File: src/design/transfer_slice_splitter_unit_assert.svh
// Assertion macros shared by the splitter modules.
// Both expect clk_i and rst_ni in scope.
`ifndef TRANSFER_SLICE_SPLITTER_UNIT_ASSERT_SVH
`define TRANSFER_SLICE_SPLITTER_UNIT_ASSERT_SVH

// Clocked property, ignored while reset is asserted.
`define TSS_ASSERT_RST(lbl, prop, msg) \
  lbl: assert property (@(posedge clk_i) disable iff (!rst_ni) prop) \
    else $error(msg);

// Same-cycle implication from a trigger to a consequence.
`define TSS_ASSERT_IMP(lbl, trig, cons, msg) \
  `TSS_ASSERT_RST(lbl, (trig) |-> (cons), msg)

`endif

File: src/design/tss_pkg.sv
`timescale 1ns / 1ps

package tss_pkg;

  localparam int BlockSizeW = 32;
  localparam int CountW     = 5;
  localparam int AddrW      = 64;
  localparam int SliceLenW  = 40;
  localparam int SliceNumW  = 6;
  localparam int WorkerW    = 4;
  localparam int CfgIdxW    = 2;
  localparam int CfgDataW   = 32;

  localparam int MaxSlicesDef  = 64;
  localparam int MaxWorkersDef = 16;
  localparam int LengthBitsDef = 40;

  localparam int WriteCap = 32;
  localparam int ReadCap  = 64;

  localparam logic [BlockSizeW-1:0] BlockSizeRst   = 32'd65536;
  localparam logic [CountW-1:0]     WorkerCountRst = 5'd1;
  localparam logic [CountW-1:0]     DeviceCountRst = 5'd1;

  typedef enum logic [CfgIdxW-1:0] {
    CFG_BLOCK_SIZE   = 2'd0,
    CFG_WORKER_COUNT = 2'd1,
    CFG_DEVICE_COUNT = 2'd2
  } cfg_idx_e;

  // Divider status seen by the sequencer.
  typedef struct packed {
    logic busy;
    logic done;
  } div_stat_t;

endpackage

File: src/design/tss_if.sv
`timescale 1ns / 1ps

interface tss_req_if #(
  parameter int LengthBits = tss_pkg::LengthBitsDef
);
  import tss_pkg::*;

  logic                  valid;
  logic                  ready;
  logic                  command;
  logic [LengthBits-1:0] transfer_length;
  logic [AddrW-1:0]      source_address;
  logic [AddrW-1:0]      remote_offset;

  modport source (
    output valid, command, transfer_length, source_address, remote_offset,
    input  ready
  );
  modport sink (
    input  valid, command, transfer_length, source_address, remote_offset,
    output ready
  );
endinterface

interface tss_slice_if;
  import tss_pkg::*;

  logic                 valid;
  logic                 ready;
  logic [AddrW-1:0]     slice_source;
  logic [AddrW-1:0]     slice_target;
  logic [SliceLenW-1:0] slice_length;
  logic [SliceNumW-1:0] slice_number;
  logic [WorkerW-1:0]   worker_index;
  logic                 last_slice;

  modport source (
    output valid, slice_source, slice_target, slice_length, slice_number,
           worker_index, last_slice,
    input  ready
  );
  modport sink (
    input  valid, slice_source, slice_target, slice_length, slice_number,
           worker_index, last_slice,
    output ready
  );
endinterface

interface tss_cfg_if;
  import tss_pkg::*;

  logic                valid;
  logic                ready;
  logic [CfgIdxW-1:0]  index;
  logic [CfgDataW-1:0] data;

  modport source (output valid, index, data, input ready);
  modport sink (input valid, index, data, output ready);
endinterface

File: src/design/tss_divider.sv
`timescale 1ns / 1ps

module tss_divider #(
  parameter int DividendW = tss_pkg::LengthBitsDef,
  parameter int DivisorW  = tss_pkg::BlockSizeW
) (
  input  logic                  clk_i,
  input  logic                  rst_ni,
  input  logic                  start_i,
  input  logic [DividendW-1:0]  dividend_i,
  input  logic [DivisorW-1:0]   divisor_i,
  output tss_pkg::div_stat_t    stat_o,
  output logic [DividendW-1:0]  quotient_o,
  output logic [DivisorW-1:0]   remainder_o
);
  import tss_pkg::*;

  `include "transfer_slice_splitter_unit_assert.svh"

  localparam int CntW = $clog2(DividendW + 1);

  logic                 busy_q, busy_d;
  logic                 done_q, done_d;
  logic [CntW-1:0]      cnt_q, cnt_d;
  logic [DividendW-1:0] quo_q, quo_d;
  logic [DivisorW-1:0]  rem_q, rem_d;
  logic [DivisorW-1:0]  dvs_q, dvs_d;
  logic [DivisorW:0]    trial;
  logic                 fits;

  // One restoring step per cycle: shift in the next dividend bit, subtract if it fits.
  always_comb begin
    trial  = {rem_q, quo_q[DividendW-1]};
    fits   = trial >= {1'b0, dvs_q};
    busy_d = busy_q;
    done_d = 1'b0;
    cnt_d  = cnt_q;
    quo_d  = quo_q;
    rem_d  = rem_q;
    dvs_d  = dvs_q;
    if (start_i) begin
      busy_d = 1'b1;
      cnt_d  = CntW'(DividendW);
      quo_d  = dividend_i;
      rem_d  = '0;
      dvs_d  = divisor_i;
    end else if (busy_q) begin
      quo_d = {quo_q[DividendW-2:0], fits};
      rem_d = fits ? DivisorW'(trial - {1'b0, dvs_q}) : trial[DivisorW-1:0];
      cnt_d = cnt_q - CntW'(1);
      if (cnt_q == CntW'(1)) begin
        busy_d = 1'b0;
        done_d = 1'b1;
      end
    end
  end

  always_ff @(posedge clk_i or negedge rst_ni) begin
    if (!rst_ni) begin
      busy_q <= 1'b0;
      done_q <= 1'b0;
      cnt_q  <= '0;
    end else begin
      busy_q <= busy_d;
      done_q <= done_d;
      cnt_q  <= cnt_d;
    end
  end

  always_ff @(posedge clk_i) begin
    quo_q <= quo_d;
    rem_q <= rem_d;
    dvs_q <= dvs_d;
  end

  assign stat_o.busy  = busy_q;
  assign stat_o.done  = done_q;
  assign quotient_o   = quo_q;
  assign remainder_o  = rem_q;

  `TSS_ASSERT_IMP(a_div_no_restart, start_i, !busy_q, "divider restarted while busy")
  `TSS_ASSERT_RST(a_div_done_pulse, done_q |=> !done_q, "divider done held longer than one cycle")
  `TSS_ASSERT_RST(a_div_busy_done, !(busy_q && done_q), "divider busy and done together")

endmodule

File: src/design/transfer_slice_splitter_unit.sv
`timescale 1ns / 1ps

// Transfer slice splitter: takes one transfer request and emits its slices, one item per
// slice, in order. A request goes through three divisions on one shared radix-2 divider
// (length by block size for the slice count, length by count for the per-slice share,
// share by block size for the rounding), one after another; sink stalls hold back the
// emission of slices. A zero-length request starts no division and emits nothing.
// The request channel is ready only while no request is in work; the last slice may still
// wait in the output register while the next request is taken.
module transfer_slice_splitter_unit #(
  parameter int MaxSlices  = tss_pkg::MaxSlicesDef,
  parameter int MaxWorkers = tss_pkg::MaxWorkersDef,
  parameter int LengthBits = tss_pkg::LengthBitsDef
) (
  input  logic        clk_i,
  input  logic        rst_ni,
  tss_cfg_if.sink     cfg_i,
  tss_req_if.sink     req_i,
  tss_slice_if.source slice_o
);
  import tss_pkg::*;

  `include "transfer_slice_splitter_unit_assert.svh"

  localparam int NW    = $clog2(MaxSlices + 1);
  localparam int SW    = ((LengthBits > BlockSizeW) ? LengthBits : BlockSizeW) + 1;
  localparam int WrCap = (WriteCap < MaxSlices) ? WriteCap : MaxSlices;
  localparam int RdCap = (ReadCap < MaxSlices) ? ReadCap : MaxSlices;

  typedef enum logic [4:0] {
    S_IDLE    = 5'b00001,
    S_DIV_N   = 5'b00010,
    S_DIV_PER = 5'b00100,
    S_DIV_Q   = 5'b01000,
    S_EMIT    = 5'b10000
  } state_e;

  state_e state_q, state_d;

  logic [BlockSizeW-1:0] bs_q;
  logic [CountW-1:0]     wc_q, dc_q;
  logic [BlockSizeW-1:0] bs_eff;
  logic [CountW-1:0]     wc_eff, dc_eff;

  logic [LengthBits-1:0] len_q, len_d;
  logic [AddrW-1:0]      src_q, src_d;
  logic [AddrW-1:0]      tgt_q, tgt_d;
  logic [NW-1:0]         cap_q, cap_d;
  logic [NW-1:0]         n_q, n_d;
  logic [LengthBits-1:0] per_q, per_d;
  logic [SW-1:0]         size_q, size_d;
  logic [LengthBits-1:0] left_q, left_d;
  logic [NW-1:0]         k_q, k_d;
  logic [CountW-1:0]     dev_q, dev_d;
  logic [CountW-1:0]     wrk_q, wrk_d;

  logic                  out_valid_q, out_valid_d;
  logic [AddrW-1:0]      out_src_q, out_src_d;
  logic [AddrW-1:0]      out_tgt_q, out_tgt_d;
  logic [SliceLenW-1:0]  out_len_q, out_len_d;
  logic [SliceNumW-1:0]  out_num_q, out_num_d;
  logic [WorkerW-1:0]    out_wrk_q, out_wrk_d;
  logic                  out_last_q, out_last_d;

  logic                  div_start;
  logic [LengthBits-1:0] div_dividend;
  logic [BlockSizeW-1:0] div_divisor;
  div_stat_t             div_stat;
  logic [LengthBits-1:0] div_quo;
  logic [BlockSizeW-1:0] div_rem;
  logic [LengthBits-1:0] div_ceil;

  logic                  req_fire;
  logic                  emit_load;
  logic                  slice_last;
  logic [LengthBits-1:0] slen;

  tss_divider #(
    .DividendW (LengthBits),
    .DivisorW  (BlockSizeW)
  ) u_div (
    .clk_i       (clk_i),
    .rst_ni      (rst_ni),
    .start_i     (div_start),
    .dividend_i  (div_dividend),
    .divisor_i   (div_divisor),
    .stat_o      (div_stat),
    .quotient_o  (div_quo),
    .remainder_o (div_rem)
  );

  // Configuration registers, always writable.
  assign cfg_i.ready = 1'b1;

  always_ff @(posedge clk_i or negedge rst_ni) begin
    if (!rst_ni) begin
      bs_q <= BlockSizeRst;
      wc_q <= WorkerCountRst;
      dc_q <= DeviceCountRst;
    end else if (cfg_i.valid) begin
      case (cfg_idx_e'(cfg_i.index))
        CFG_BLOCK_SIZE:   bs_q <= cfg_i.data[BlockSizeW-1:0];
        CFG_WORKER_COUNT: wc_q <= cfg_i.data[CountW-1:0];
        CFG_DEVICE_COUNT: dc_q <= cfg_i.data[CountW-1:0];
        default: ;
      endcase
    end
  end

  // Zero counts act as one; worker count saturates at the worker limit.
  always_comb begin
    bs_eff = (bs_q == '0) ? BlockSizeW'(1) : bs_q;
    dc_eff = (dc_q == '0) ? CountW'(1) : dc_q;
    if (wc_q == '0) begin
      wc_eff = CountW'(1);
    end else if ({2'b00, wc_q} > 7'(MaxWorkers)) begin
      wc_eff = CountW'(MaxWorkers);
    end else begin
      wc_eff = wc_q;
    end
  end

  assign req_i.ready = (state_q == S_IDLE);
  assign req_fire    = req_i.valid && req_i.ready;
  assign div_ceil    = div_quo + LengthBits'(div_rem != '0);
  assign emit_load   = (state_q == S_EMIT) && (!out_valid_q || slice_o.ready);
  assign slice_last  = (k_q + NW'(1)) == n_q;
  assign slen        = (SW'(left_q) < size_q) ? left_q : LengthBits'(size_q);

  always_comb begin
    state_d      = state_q;
    len_d        = len_q;
    src_d        = src_q;
    tgt_d        = tgt_q;
    cap_d        = cap_q;
    n_d          = n_q;
    per_d        = per_q;
    size_d       = size_q;
    left_d       = left_q;
    k_d          = k_q;
    dev_d        = dev_q;
    wrk_d        = wrk_q;
    div_start    = 1'b0;
    div_dividend = len_q;
    div_divisor  = bs_eff;

    out_valid_d  = out_valid_q;
    out_src_d    = out_src_q;
    out_tgt_d    = out_tgt_q;
    out_len_d    = out_len_q;
    out_num_d    = out_num_q;
    out_wrk_d    = out_wrk_q;
    out_last_d   = out_last_q;
    if (slice_o.ready) begin
      out_valid_d = 1'b0;
    end

    case (state_q)
      S_IDLE: begin
        div_dividend = req_i.transfer_length;
        if (req_fire) begin
          len_d = req_i.transfer_length;
          src_d = req_i.source_address;
          tgt_d = req_i.remote_offset;
          cap_d = req_i.command ? NW'(WrCap) : NW'(RdCap);
          // Drop zero-length requests: no slices.
          if (req_i.transfer_length != '0) begin
            div_start = 1'b1;
            state_d   = S_DIV_N;
          end
        end
      end
      S_DIV_N: begin
        if (div_stat.done) begin
          n_d          = (div_ceil > LengthBits'(cap_q)) ? cap_q : NW'(div_ceil);
          div_start    = 1'b1;
          div_dividend = len_q;
          div_divisor  = BlockSizeW'(n_d);
          state_d      = S_DIV_PER;
        end
      end
      S_DIV_PER: begin
        if (div_stat.done) begin
          per_d        = div_ceil;
          div_start    = 1'b1;
          div_dividend = div_ceil;
          state_d      = S_DIV_Q;
        end
      end
      S_DIV_Q: begin
        if (div_stat.done) begin
          // Round the share up to a block multiple.
          size_d  = SW'(per_q) +
                    ((div_rem != '0) ? (SW'(bs_eff) - SW'(div_rem)) : SW'(0));
          left_d  = len_q;
          k_d     = '0;
          dev_d   = '0;
          wrk_d   = '0;
          state_d = S_EMIT;
        end
      end
      S_EMIT: begin
        if (emit_load) begin
          out_valid_d = 1'b1;
          out_src_d   = src_q;
          out_tgt_d   = tgt_q;
          out_len_d   = SliceLenW'(slen);
          out_num_d   = SliceNumW'(k_q);
          out_wrk_d   = wrk_q[WorkerW-1:0];
          out_last_d  = slice_last;
          left_d      = left_q - slen;
          src_d       = src_q + AddrW'(slen);
          tgt_d       = tgt_q + AddrW'(slen);
          k_d         = k_q + NW'(1);
          // Advance the worker after every device_count slices.
          if (dev_q + CountW'(1) == dc_eff) begin
            dev_d = '0;
            wrk_d = (wrk_q + CountW'(1) == wc_eff) ? '0 : wrk_q + CountW'(1);
          end else begin
            dev_d = dev_q + CountW'(1);
          end
          if (slice_last) begin
            state_d = S_IDLE;
          end
        end
      end
      default: state_d = S_IDLE;
    endcase
  end

  always_ff @(posedge clk_i or negedge rst_ni) begin
    if (!rst_ni) begin
      state_q     <= S_IDLE;
      out_valid_q <= 1'b0;
    end else begin
      state_q     <= state_d;
      out_valid_q <= out_valid_d;
    end
  end

  always_ff @(posedge clk_i) begin
    len_q      <= len_d;
    src_q      <= src_d;
    tgt_q      <= tgt_d;
    cap_q      <= cap_d;
    n_q        <= n_d;
    per_q      <= per_d;
    size_q     <= size_d;
    left_q     <= left_d;
    k_q        <= k_d;
    dev_q      <= dev_d;
    wrk_q      <= wrk_d;
    out_src_q  <= out_src_d;
    out_tgt_q  <= out_tgt_d;
    out_len_q  <= out_len_d;
    out_num_q  <= out_num_d;
    out_wrk_q  <= out_wrk_d;
    out_last_q <= out_last_d;
  end

  assign slice_o.valid        = out_valid_q;
  assign slice_o.slice_source = out_src_q;
  assign slice_o.slice_target = out_tgt_q;
  assign slice_o.slice_length = out_len_q;
  assign slice_o.slice_number = out_num_q;
  assign slice_o.worker_index = out_wrk_q;
  assign slice_o.last_slice   = out_last_q;

  `TSS_ASSERT_IMP(a_slice_in_range, state_q == S_EMIT, k_q < n_q,
                  "slice index ran past the slice count")
  `TSS_ASSERT_IMP(a_worker_in_range, state_q == S_EMIT, (wrk_q < wc_eff) && (dev_q < dc_eff),
                  "worker or device counter out of range")
  `TSS_ASSERT_IMP(a_last_covers, emit_load && slice_last, SW'(left_q) <= size_q,
                  "last slice leaves bytes uncovered")
  `TSS_ASSERT_IMP(a_div_idle_on_accept, req_fire, !div_stat.busy,
                  "request taken while the divider is busy")

endmodule
File: src/flat_wrapper.sv
// flat-port wrapper written by rule: the top's interface ports become plain ports
module transfer_slice_splitter_unit_flat import tss_pkg::*;
#(
  parameter int MaxSlices  = tss_pkg::MaxSlicesDef,
  parameter int MaxWorkers = tss_pkg::MaxWorkersDef,
  parameter int LengthBits = tss_pkg::LengthBitsDef
)
  (clk_i, rst_ni, cfg_i_valid, cfg_i_index, cfg_i_data, cfg_i_ready, req_i_valid, req_i_command, req_i_transfer_length, req_i_source_address, req_i_remote_offset, req_i_ready, slice_o_valid, slice_o_slice_source, slice_o_slice_target, slice_o_slice_length, slice_o_slice_number, slice_o_worker_index, slice_o_last_slice, slice_o_ready);
  tss_cfg_if cfg_i_i ();
  tss_req_if #(.LengthBits(LengthBits)) req_i_i ();
  tss_slice_if slice_o_i ();
  input  logic clk_i;
  input  logic rst_ni;
  input wire logic [$bits(cfg_i_i.valid)-1:0] cfg_i_valid;
  input wire logic [$bits(cfg_i_i.index)-1:0] cfg_i_index;
  input wire logic [$bits(cfg_i_i.data)-1:0] cfg_i_data;
  output wire logic [$bits(cfg_i_i.ready)-1:0] cfg_i_ready;
  input wire logic [$bits(req_i_i.valid)-1:0] req_i_valid;
  input wire logic [$bits(req_i_i.command)-1:0] req_i_command;
  input wire logic [$bits(req_i_i.transfer_length)-1:0] req_i_transfer_length;
  input wire logic [$bits(req_i_i.source_address)-1:0] req_i_source_address;
  input wire logic [$bits(req_i_i.remote_offset)-1:0] req_i_remote_offset;
  output wire logic [$bits(req_i_i.ready)-1:0] req_i_ready;
  output wire logic [$bits(slice_o_i.valid)-1:0] slice_o_valid;
  output wire logic [$bits(slice_o_i.slice_source)-1:0] slice_o_slice_source;
  output wire logic [$bits(slice_o_i.slice_target)-1:0] slice_o_slice_target;
  output wire logic [$bits(slice_o_i.slice_length)-1:0] slice_o_slice_length;
  output wire logic [$bits(slice_o_i.slice_number)-1:0] slice_o_slice_number;
  output wire logic [$bits(slice_o_i.worker_index)-1:0] slice_o_worker_index;
  output wire logic [$bits(slice_o_i.last_slice)-1:0] slice_o_last_slice;
  input wire logic [$bits(slice_o_i.ready)-1:0] slice_o_ready;
  assign cfg_i_i.valid = cfg_i_valid;
  assign cfg_i_i.index = cfg_i_index;
  assign cfg_i_i.data = cfg_i_data;
  assign cfg_i_ready = cfg_i_i.ready;
  assign req_i_i.valid = req_i_valid;
  assign req_i_i.command = req_i_command;
  assign req_i_i.transfer_length = req_i_transfer_length;
  assign req_i_i.source_address = req_i_source_address;
  assign req_i_i.remote_offset = req_i_remote_offset;
  assign req_i_ready = req_i_i.ready;
  assign slice_o_valid = slice_o_i.valid;
  assign slice_o_slice_source = slice_o_i.slice_source;
  assign slice_o_slice_target = slice_o_i.slice_target;
  assign slice_o_slice_length = slice_o_i.slice_length;
  assign slice_o_slice_number = slice_o_i.slice_number;
  assign slice_o_worker_index = slice_o_i.worker_index;
  assign slice_o_last_slice = slice_o_i.last_slice;
  assign slice_o_i.ready = slice_o_ready;
  transfer_slice_splitter_unit #(.MaxSlices(MaxSlices), .MaxWorkers(MaxWorkers), .LengthBits(LengthBits)) u_core (.clk_i(clk_i), .rst_ni(rst_ni), .cfg_i(cfg_i_i), .req_i(req_i_i), .slice_o(slice_o_i));
endmodule
File: config.mk
export PLATFORM = sky130hd
export DESIGN_NAME = transfer_slice_splitter_unit_flat
export DESIGN_NICKNAME = d
export VERILOG_FILES = /design/src/design/tss_pkg.sv /design/src/design/tss_if.sv /design/src/design/tss_divider.sv /design/src/design/transfer_slice_splitter_unit.sv /design/src/flat_wrapper.sv
export VERILOG_INCLUDE_DIRS = /design/src /design/src/design
export SDC_FILE = /design/constraint.sdc
export NUM_CORES = 2
export LEC_CHECK = 0
export BUFFER_PORTS_ARGS = -buffer_cell sky130_fd_sc_hd__buf_2
export CORE_AREA = 2 2 239 288
export CTS_CLUSTER_DIAMETER = 120
export CTS_CLUSTER_SIZE = 10
export DETAILED_ROUTE_END_ITERATION = 10
export DIE_AREA = 0 0 241 290
export PLACE_DENSITY_LB_ADDON = 0.25
export SYNTH_ARGS = -nofsm -noshare
export SYNTH_HDL_FRONTEND = slang
export SYNTH_SLANG_ARGS = --single-unit
File: constraint.sdc
create_clock -name clk_i -period 8.2 [get_ports clk_i]
set_input_delay 0.82 -clock clk_i [delete_from_list [all_inputs] [get_ports clk_i]]
set_output_delay 0.82 -clock clk_i [all_outputs]
set_load 0.005 [all_outputs]
## Word-level counts from Yosys, hierarchy flattened

Cells that the tools add are included.

| cells by class | value |
|---|---|
| reductions and logical operators | 26 |
| magnitude comparators | 4 |
| $add $sub $neg | 11 |
| mux-type cells | 58 |
| eq/ne operators | 19 |

Operators by type and width:

| operator | number |
|---|---|
| 64-bit two-way mux | 4 |
| 64-bit case mux with 2 select lines | 2 |
| 40-bit two-way mux | 6 |
| 40-bit case mux with 2 select lines | 2 |
| 64-bit by 40-bit adder with 64-bit output | 2 |
| 32-bit two-way mux | 4 |
| 5-bit two-way mux | 16 |
| 40-bit by 41-bit adder with 41-bit output | 1 |
| 40-bit by 41-bit < comparator with 1-bit output | 1 |
| 41-bit two-way mux | 1 |
| 40-bit by 1-bit adder with 40-bit output | 1 |
| 40-bit by 7-bit greater-than comparator with 1-bit output | 1 |
| 40-bit nonzero test | 1 |
| 40-bit subtractor | 1 |
| 33-bit by 32-bit greater-or-equal comparator with 1-bit output | 1 |
| 32-bit by 32-bit subtractor with 33-bit output | 1 |
| 32-bit logical NOT | 1 |
| 32-bit nonzero test | 1 |
| 32-bit subtractor | 1 |
| 7-bit two-way mux | 4 |
| 5-bit case mux with 5 select lines | 1 |
| 5-bit case mux with 2 select lines | 2 |
| 2-bit AND reduction | 8 |
| 7-bit case mux with 2 select lines | 1 |
| 29 further kinds | 54 |

| storage, ports and cells | value |
|---|---|
| input bits | 208 |
| logic and storage cells | 146 |
| output and inout port bits | 182 |
| register bits | 659 |

## Depth between registers and ports, before layout

| logic depth | value |
|---|---|
| word-level depth | 8 |
| mapped depth | 27 |
| mapped depth without buffers | 27 |

## By module

Synthesis repeated with hierarchy kept, for this count alone.

| second synthesis, totals | value |
|---|---|
| cells, all modules | 3892 |
| area, all modules | 40242.3 µm² |

Modules (own cells, without submodules):

| module | cells an instance | instances | sequential area each (µm²) | area an instance (µm²) |
|---|---|---|---|---|
| transfer_slice_splitter_unit | 3303 | 1 | 16040.4 | 34028.9 |
| tss_divider | 589 | 1 | 3002.9 | 6213.5 |

## Least setup slack after synthesis

Ideal clock, no wire load.

| timing path | value |
|---|---|
| path kind | reg2reg |
| start point | register u_core.state_q[4] |
| end point | register u_core.wrk_q[0] (enable) |
| stages on the path, launching flop included | 5 |
| period minus slack after synthesis | 6.592 ns |
| setup time | 0.315 ns |
| required time | 7.885 ns |
| arrival | 6.277 ns |
| buffers on the path | 0 |
| slack | 1.608 ns |
| cells stage by stage | dfrtp_1 > or2_2 > nor4_1 > or2_2 > and2_1 |

| between the ends | value |
|---|---|
| cells in the longest elaborated chain, start to end | 4 |
| elaborated cells on any way between the ends | 8 |
| classes of those cells | eq/ne: 5; reduce/logical: 3 |

Ends and longest elaborated chain:

| item | RTL line | source |
|---|---|---|
| from (decl) | transfer_slice_splitter_unit.sv:38 | `state_e state_q, state_d;` |
| from (signal assigned) | transfer_slice_splitter_unit.sv:236 | `state_q <= state_d;` |
| 5-bit == test | transfer_slice_splitter_unit.sv:126, transfer_slice_splitter_unit.sv:158 |  |
| 1-bit logical AND | transfer_slice_splitter_unit.sv:126 | `assign emit_load = (state_q == S_EMIT) && (!out_valid_q \|\| slice_o.ready);` |
| 2-bit by 1-bit != test with 1-bit output (no source line) | n/a |  |
| 4-bit AND reduction (no source line) (*) | n/a |  |
| to (signal assigned) | transfer_slice_splitter_unit.sv:252 | `wrk_q <= wrk_d;` |
| to (decl) | transfer_slice_splitter_unit.sv:55 | `logic [CountW-1:0] wrk_q, wrk_d;` |

Mark *: on every way between the ends. The rest lies on a longest branch, timed or not.
A chain may end at the register's enable or synchronous reset.

## Worst setup path after layout

| timing path | value |
|---|---|
| start point | register u_core.left_q[24] |
| end point | register u_core.src_q[56] (data pin) |

| between the ends | value |
|---|---|
| cells in the longest elaborated chain, start to end | 5 |

Ends and longest elaborated chain:

| item | RTL line | source |
|---|---|---|
| from (decl) | transfer_slice_splitter_unit.sv:52 | `logic [LengthBits-1:0] left_q, left_d;` |
| from (signal assigned) | transfer_slice_splitter_unit.sv:249 | `left_q <= left_d;` |
| 40-bit by 41-bit < comparator with 1-bit output | transfer_slice_splitter_unit.sv:128 | `assign slen = (SW'(left_q) < size_q) ? left_q : LengthBits'(size_q);` |
| 40-bit two-way mux | transfer_slice_splitter_unit.sv:128 |  |
| via u_core.slen[23] | transfer_slice_splitter_unit.sv:76 | `logic [LengthBits-1:0] slen;` |
| 64-bit by 40-bit adder with 64-bit output | transfer_slice_splitter_unit.sv:212 | `src_d = src_q + AddrW'(slen);` |
| 64-bit two-way mux | transfer_slice_splitter_unit.sv:203 | `if (emit_load) begin` |
| 64-bit case mux with 2 select lines | transfer_slice_splitter_unit.sv:158 | `case (state_q)` |
| via u_core.src_d[56] | transfer_slice_splitter_unit.sv:46 | `logic [AddrW-1:0] src_q, src_d;` |
| to (signal assigned) | transfer_slice_splitter_unit.sv:243 | `src_q <= src_d;` |
| to (decl) | transfer_slice_splitter_unit.sv:46 |  |

The timed path passes the listed nets, and every way through them passes these cells. The select of a mux whose other input is x is not followed.

==> flow_results.org <==
** Cells and area
- The net count of the finished layout is around 4700.
- Layout Cell Area excl Fill :: roughly 45000 sq um
- Share of layout cells above drive strength 1 :: about 14%
- Number of fill cells in the layout :: ~5300
- Compared with the post-synthesis result, the final layout area differs by 12.1%.
- Most common cell after layout, fill and taps aside :: sky130_fd_sc_hd__edfxtp_1
- The top cell types in the final layout, fill and taps aside, are sky130_fd_sc_hd__edfxtp_1, sky130_fd_sc_hd__nand2_1, sky130_fd_sc_hd__buf_2.

** Logic synthesis
- When the netlist entered floorplanning its net count stood at between 4000 and 5000.
- Fraction of the mapped netlist area in simple logic gates :: between 10% and 20%
- Netlist Area Pre-Place :: approximately 40000 sq um
- Yosys mapped the design onto 89 distinct sky130hd cell types.
- Sequential cell area fraction in the yosys report :: between 40% and 50%
- During synthesis, Yosys emitted a total of 0 warnings.
- Synthesized netlist cell count :: about 3900
- Counting flops with an async set or reset pin after synthesis yields a share of roughly 8.6%.
- Compound-gate portion of the synthesized area :: about 18%
- The synthesized design contains about 650 register bits.
- Summing the areas of all fa, ha and maj instances in the mapped netlist gives 8.83% of the synthesized area.
- After synthesis, the largest family of logic cells by area is compound AO/OA/AOI/OAI gates.
- For this run, the leading register cell type out of synthesis is sky130_fd_sc_hd__edfxtp_1.
- Share of the synthesized netlist area taken by xor and xnor gates :: around 7%
- In this run, synthesis inferred 566 flip-flops with an integrated enable.
- The portion of synthesized area spent on multiplexers is roughly 1.7%.
- Mean cell area of the mapped netlist :: between 10 and 15 sq um

** Global routing
- Number of global-route vias before repair :: 30400
- Entering global routing, the biggest net connects roughly 180 pins.
- Initial antenna violation count :: 22
- After global routing the overflow that remains totals 0.
- Global-route usage over all layers :: 30.4%
- The first global-routing pass estimated 166 mm of wire.

** Worst setup path
- Among all stages on the critical path, the largest delay is contributed by sky130_fd_sc_hd__a2111oi_0.
- Highest fanout seen on the critical path :: 74
- STA puts the critical path data required time at about 8.5 ns.
- Capture instance of the worst register-to-register path :: u_core.src_q[56]
- STA classifies the critical path endpoint as a flop.
- In this run the worst setup path begins at u_core.left_q[24].
- Family with the most delay on the worst path :: compound AO/OA/AOI/OAI gates
- Startpoint kind of the worst setup timing path :: flop
- Worst r2r path cells :: 20
- Worst R2R Setup Slack :: 0.98 ns
- Critical path, cell by cell :: ha_1 -> a21oi_1 -> o21ai_0 -> nor3_1 -> o21ai_0 -> nand3_1 -> a21oi_1 -> o21ai_4 -> buf_12 -> o21ai_0 -> ha_1 -> and3_1 -> a2111oi_0 -> a2111oi_0 -> a2111oi_1 -> o31ai_2 -> nand4_1 -> nor4_1 -> xnor2_1 -> o21ai_0
- Worst path bufs/invs :: 1
- Most Frequent Cell on Critical Path :: sky130_fd_sc_hd__o21ai_0
- Data arrival time of the critical path :: roughly 7.6 ns
- The largest single stage delay on the critical path is 0.84 ns.
- The startpoint identified for the worst register-to-register timing path is u_core.left_q[24].
- CP Class :: reg -> reg

** Placement
- HPWL Detailed :: 82.8 mm
- Once placement finished, the instance area stood at about 43000 sq um.
- Buffers on Ports :: just under 400
- The congestion estimate from routability-driven global placement came to ~0.98.
- Post-placement setup slack :: 1.00 ns

** STA
- The clock arrives with around 0.033 ns of skew.
- Based on the critical path, the design can be clocked at up to between 100 and 150 MHz.
- Final number of hold-violating endpoints :: 0
- The routed design could run at a clock period as short as approximately 7 ns.
- Final Slew Violations :: 0
- In the final timing run, aggregate negative setup slack is 0 ns.
- Unrepaired setup endpoints after global routing :: no
- Dividing the final minimum period by the clock period gives just under 90%.
- The worst path meets setup with roughly 0.98 ns of slack.
- For the pin with the worst max-slew slack, the measured transition is around 1.1 ns.
- Slew Limit Headroom :: around 28%
- Finish-stage setup viols :: 0

** Clock tree
- Counting the buffers created by CTS gives 75.
- Counting every sink on the clock net gives approximately 650.
- The clock reaches the later pin of the worst-skew pair after roughly 0.63 ns.
- Buffers inserted during post-CTS setup optimization :: 0
- In this run, post-CTS repair resized a total of 0 instances.
- Clock-pin slew was measured on the worst setup and hold paths at approximately 0.060 ns.
- Count of H-tree levels built during CTS :: 3
- TritonCTS built the clock tree.
- Number of buffers between clock root and the deepest sink :: 3
- Root Driver :: sky130_fd_sc_hd__clkbuf_16
- In this run, post-CTS hold repair placed 0 buffers.

** Routing
- Across all layers, the routed design uses 31596 vias.
- Overall routed net length :: 109 mm
- Sum of met2 wire segment lengths after detailed routing :: about 52 mm
- Highest signal layer in the routed design :: met5
- Using the TritonRoute via totals, the vias-per-cell ratio works out to 6.08.
- Drt first-iter violations :: about 2600
- In the detailed route, the total length drawn on met3 is roughly 7.4 mm.
- After detailed routing, the average wire length per cell comes to 20.9 um.
- After detailed routing, the number of remaining DRC violations is 0.
- Length of routed wiring on met1 :: between 40 and 50 mm
- In this run the remaining antenna-violating nets after routing total 0.
- Total iterations of the first detailed-routing run :: 10

** Floorplanning
- Die Height :: 290 um
- The core region is 66900 sq um.
- Horiz. Die Dim :: 241 um
- The initial utilization of the core area, before any placement, comes to roughly three fifths.
- For this design the top-level I/O count stands at 390.
- Area of the die :: approximately 70000 sq um
- After floorplanning, the core was divided into approximately 100 placement rows.

** Pwr
- IR Drop Worst-Case VDD :: 0.228 mV
- Leakage :: 0.0182 uW
- Power density cells :: a little over 300 nW/um^2

** Run status
- The run finished with clean final reports.

** Hold path
- Worst min-delay path class :: in -> async

** Job
- Number of max-cap violations :: 0
==> where the power goes <==
group	internal (uW)	leakage, uW	total, uW	switching (uW)
Clock	1710	0.00101	3020	1310
Combinational	2340	0.0110	5760	3420
Sequential	4400	0.00618	4900	497
Total	8450	0.0182	13700	5230
==> final cells by class <==
type                            count  area, sq um  share of cell area, %
Antenna cell                       11         27.5                 0.0615
Clock buffer                      103         2020                   4.53
Clock inverter                      5         73.8                  0.165
Inverter                          191          723                   1.62
Multi-Input combinational cell   2911        19500                   43.6
Sequential cell                   654        19000                   42.6
Tap cell                          901         1130                   2.52
Timing Repair Buffer              418         2190                   4.90
==> stage by stage <==
step / power (uW) / utilization (%) / cells / hold slack [ns]
after CTS: 13600 / 66.8 / 5183 / 0.362
after floorplan: 9190 / - / 3931 / 0.431
after global routing: 14500 / 66.9 / 5189 / 0.380
after global placement: 10500 / 63.7 / 5075 / 0.450
after detailed placement: 10600 / 63.7 / 5075 / 0.443
final: 13700 / 66.9 / 5194 / 0.363
==> cells by family (layout without fill, tap and decap cells) <==
logic type,Yosys count,in the layout
and+or+nand+nor,1137,1137
AOI/OAI and AO/OA,1119,1119
DFF,654,654
buffers and inverters,366,717
xor gates and xnor gates,315,315
adders and majority gates,278,278
muxes,61,61
other,1,12
==> Yosys cell counts (36+ instances only) <==
cell                       number  share of area, %
sky130_fd_sc_hd__edfxtp_1     566                43
sky130_fd_sc_hd__nand2_1      391               3.7
sky130_fd_sc_hd__o21ai_0      340               4.3
sky130_fd_sc_hd__a21oi_1      276               3.5
sky130_fd_sc_hd__ha_1         272               8.5
sky130_fd_sc_hd__nor2_1       262               2.5
sky130_fd_sc_hd__inv_1        188               1.8
sky130_fd_sc_hd__xnor2_1      184               4.0
sky130_fd_sc_hd__clkbuf_1     161               1.5
sky130_fd_sc_hd__xor2_1       130               2.9
sky130_fd_sc_hd__a21o_1       121               2.3
sky130_fd_sc_hd__nand3_1       83               1.0
sky130_fd_sc_hd__o21a_1        71               1.3
sky130_fd_sc_hd__nor3_1        58              0.73
sky130_fd_sc_hd__a211oi_1      56               1.1
sky130_fd_sc_hd__mux2_2        54               1.5
sky130_fd_sc_hd__dfrtp_1       52               3.3
sky130_fd_sc_hd__nand4_1       52              0.82
sky130_fd_sc_hd__and2_1        48              0.75
sky130_fd_sc_hd__and3_1        48              0.75
sky130_fd_sc_hd__nor4_1        48              0.75
sky130_fd_sc_hd__a31oi_1       36              0.56
==> layer usage <==
metal / track usage (%) / vias up
li1: - / 15180
met1: 38.6 / 14989
met2: 51.3 / 1171
met3: 4.76 / 234
met4: 13.0 / 22
met5: 0 / -
==> worst register-to-register path, stage by stage, from the launching register on <==
cell                        delay [ns]
sky130_fd_sc_hd__edfxtp_1         0.43
sky130_fd_sc_hd__ha_1             0.36
sky130_fd_sc_hd__a21oi_1          0.15
sky130_fd_sc_hd__o21ai_0          0.21
sky130_fd_sc_hd__nor3_1           0.32
sky130_fd_sc_hd__o21ai_0          0.29
sky130_fd_sc_hd__nand3_1          0.16
sky130_fd_sc_hd__a21oi_1          0.12
sky130_fd_sc_hd__o21ai_4          0.81
sky130_fd_sc_hd__buf_12           0.35
sky130_fd_sc_hd__o21ai_0          0.27
sky130_fd_sc_hd__ha_1             0.48
sky130_fd_sc_hd__and3_1           0.26
sky130_fd_sc_hd__a2111oi_0        0.15
sky130_fd_sc_hd__a2111oi_0        0.84
sky130_fd_sc_hd__a2111oi_1        0.16
sky130_fd_sc_hd__o31ai_2          0.52
sky130_fd_sc_hd__nand4_1          0.40
sky130_fd_sc_hd__nor4_1           0.43
sky130_fd_sc_hd__xnor2_1          0.15
sky130_fd_sc_hd__o21ai_0          0.08
==> flip-flops by register name, summed over array words and instances, names as in the netlist, 4 cells and up <==
name	cells
u_core.bs_q	32
u_core.dc_q	5
u_core.dev_q	5
u_core.k_q	7
u_core.left_q	40
u_core.len_q	40
u_core.n_q	7
u_core.per_q	40
u_core.size_q	41
u_core.slice_o.slice_length	40
u_core.slice_o.slice_number	6
u_core.slice_o.slice_source	64
u_core.slice_o.slice_target	64
u_core.slice_o.worker_index	4
u_core.src_q	64
u_core.state_q	5
u_core.tgt_q	64
u_core.u_div.cnt_q	6
u_core.u_div.dvs_q	32
u_core.u_div.quotient_o	40
u_core.u_div.remainder_o	32
u_core.wc_q	5
u_core.wrk_q	5
==> how the worst max path moves through the flow <==
stage | end | cells after the start
2_1_floorplan | u_core.wrk_q[0] | 4
5_1_grt | u_core.src_q[56] | 20
3_5_place_dp | u_core.tgt_q[46] | 21
3_3_place_gp | u_core.src_q[56] | 22
6_report | u_core.src_q[56] | 20
4_1_cts | u_core.tgt_q[46] | 21
No activity file was read; power rests on OpenSTA's default activity.
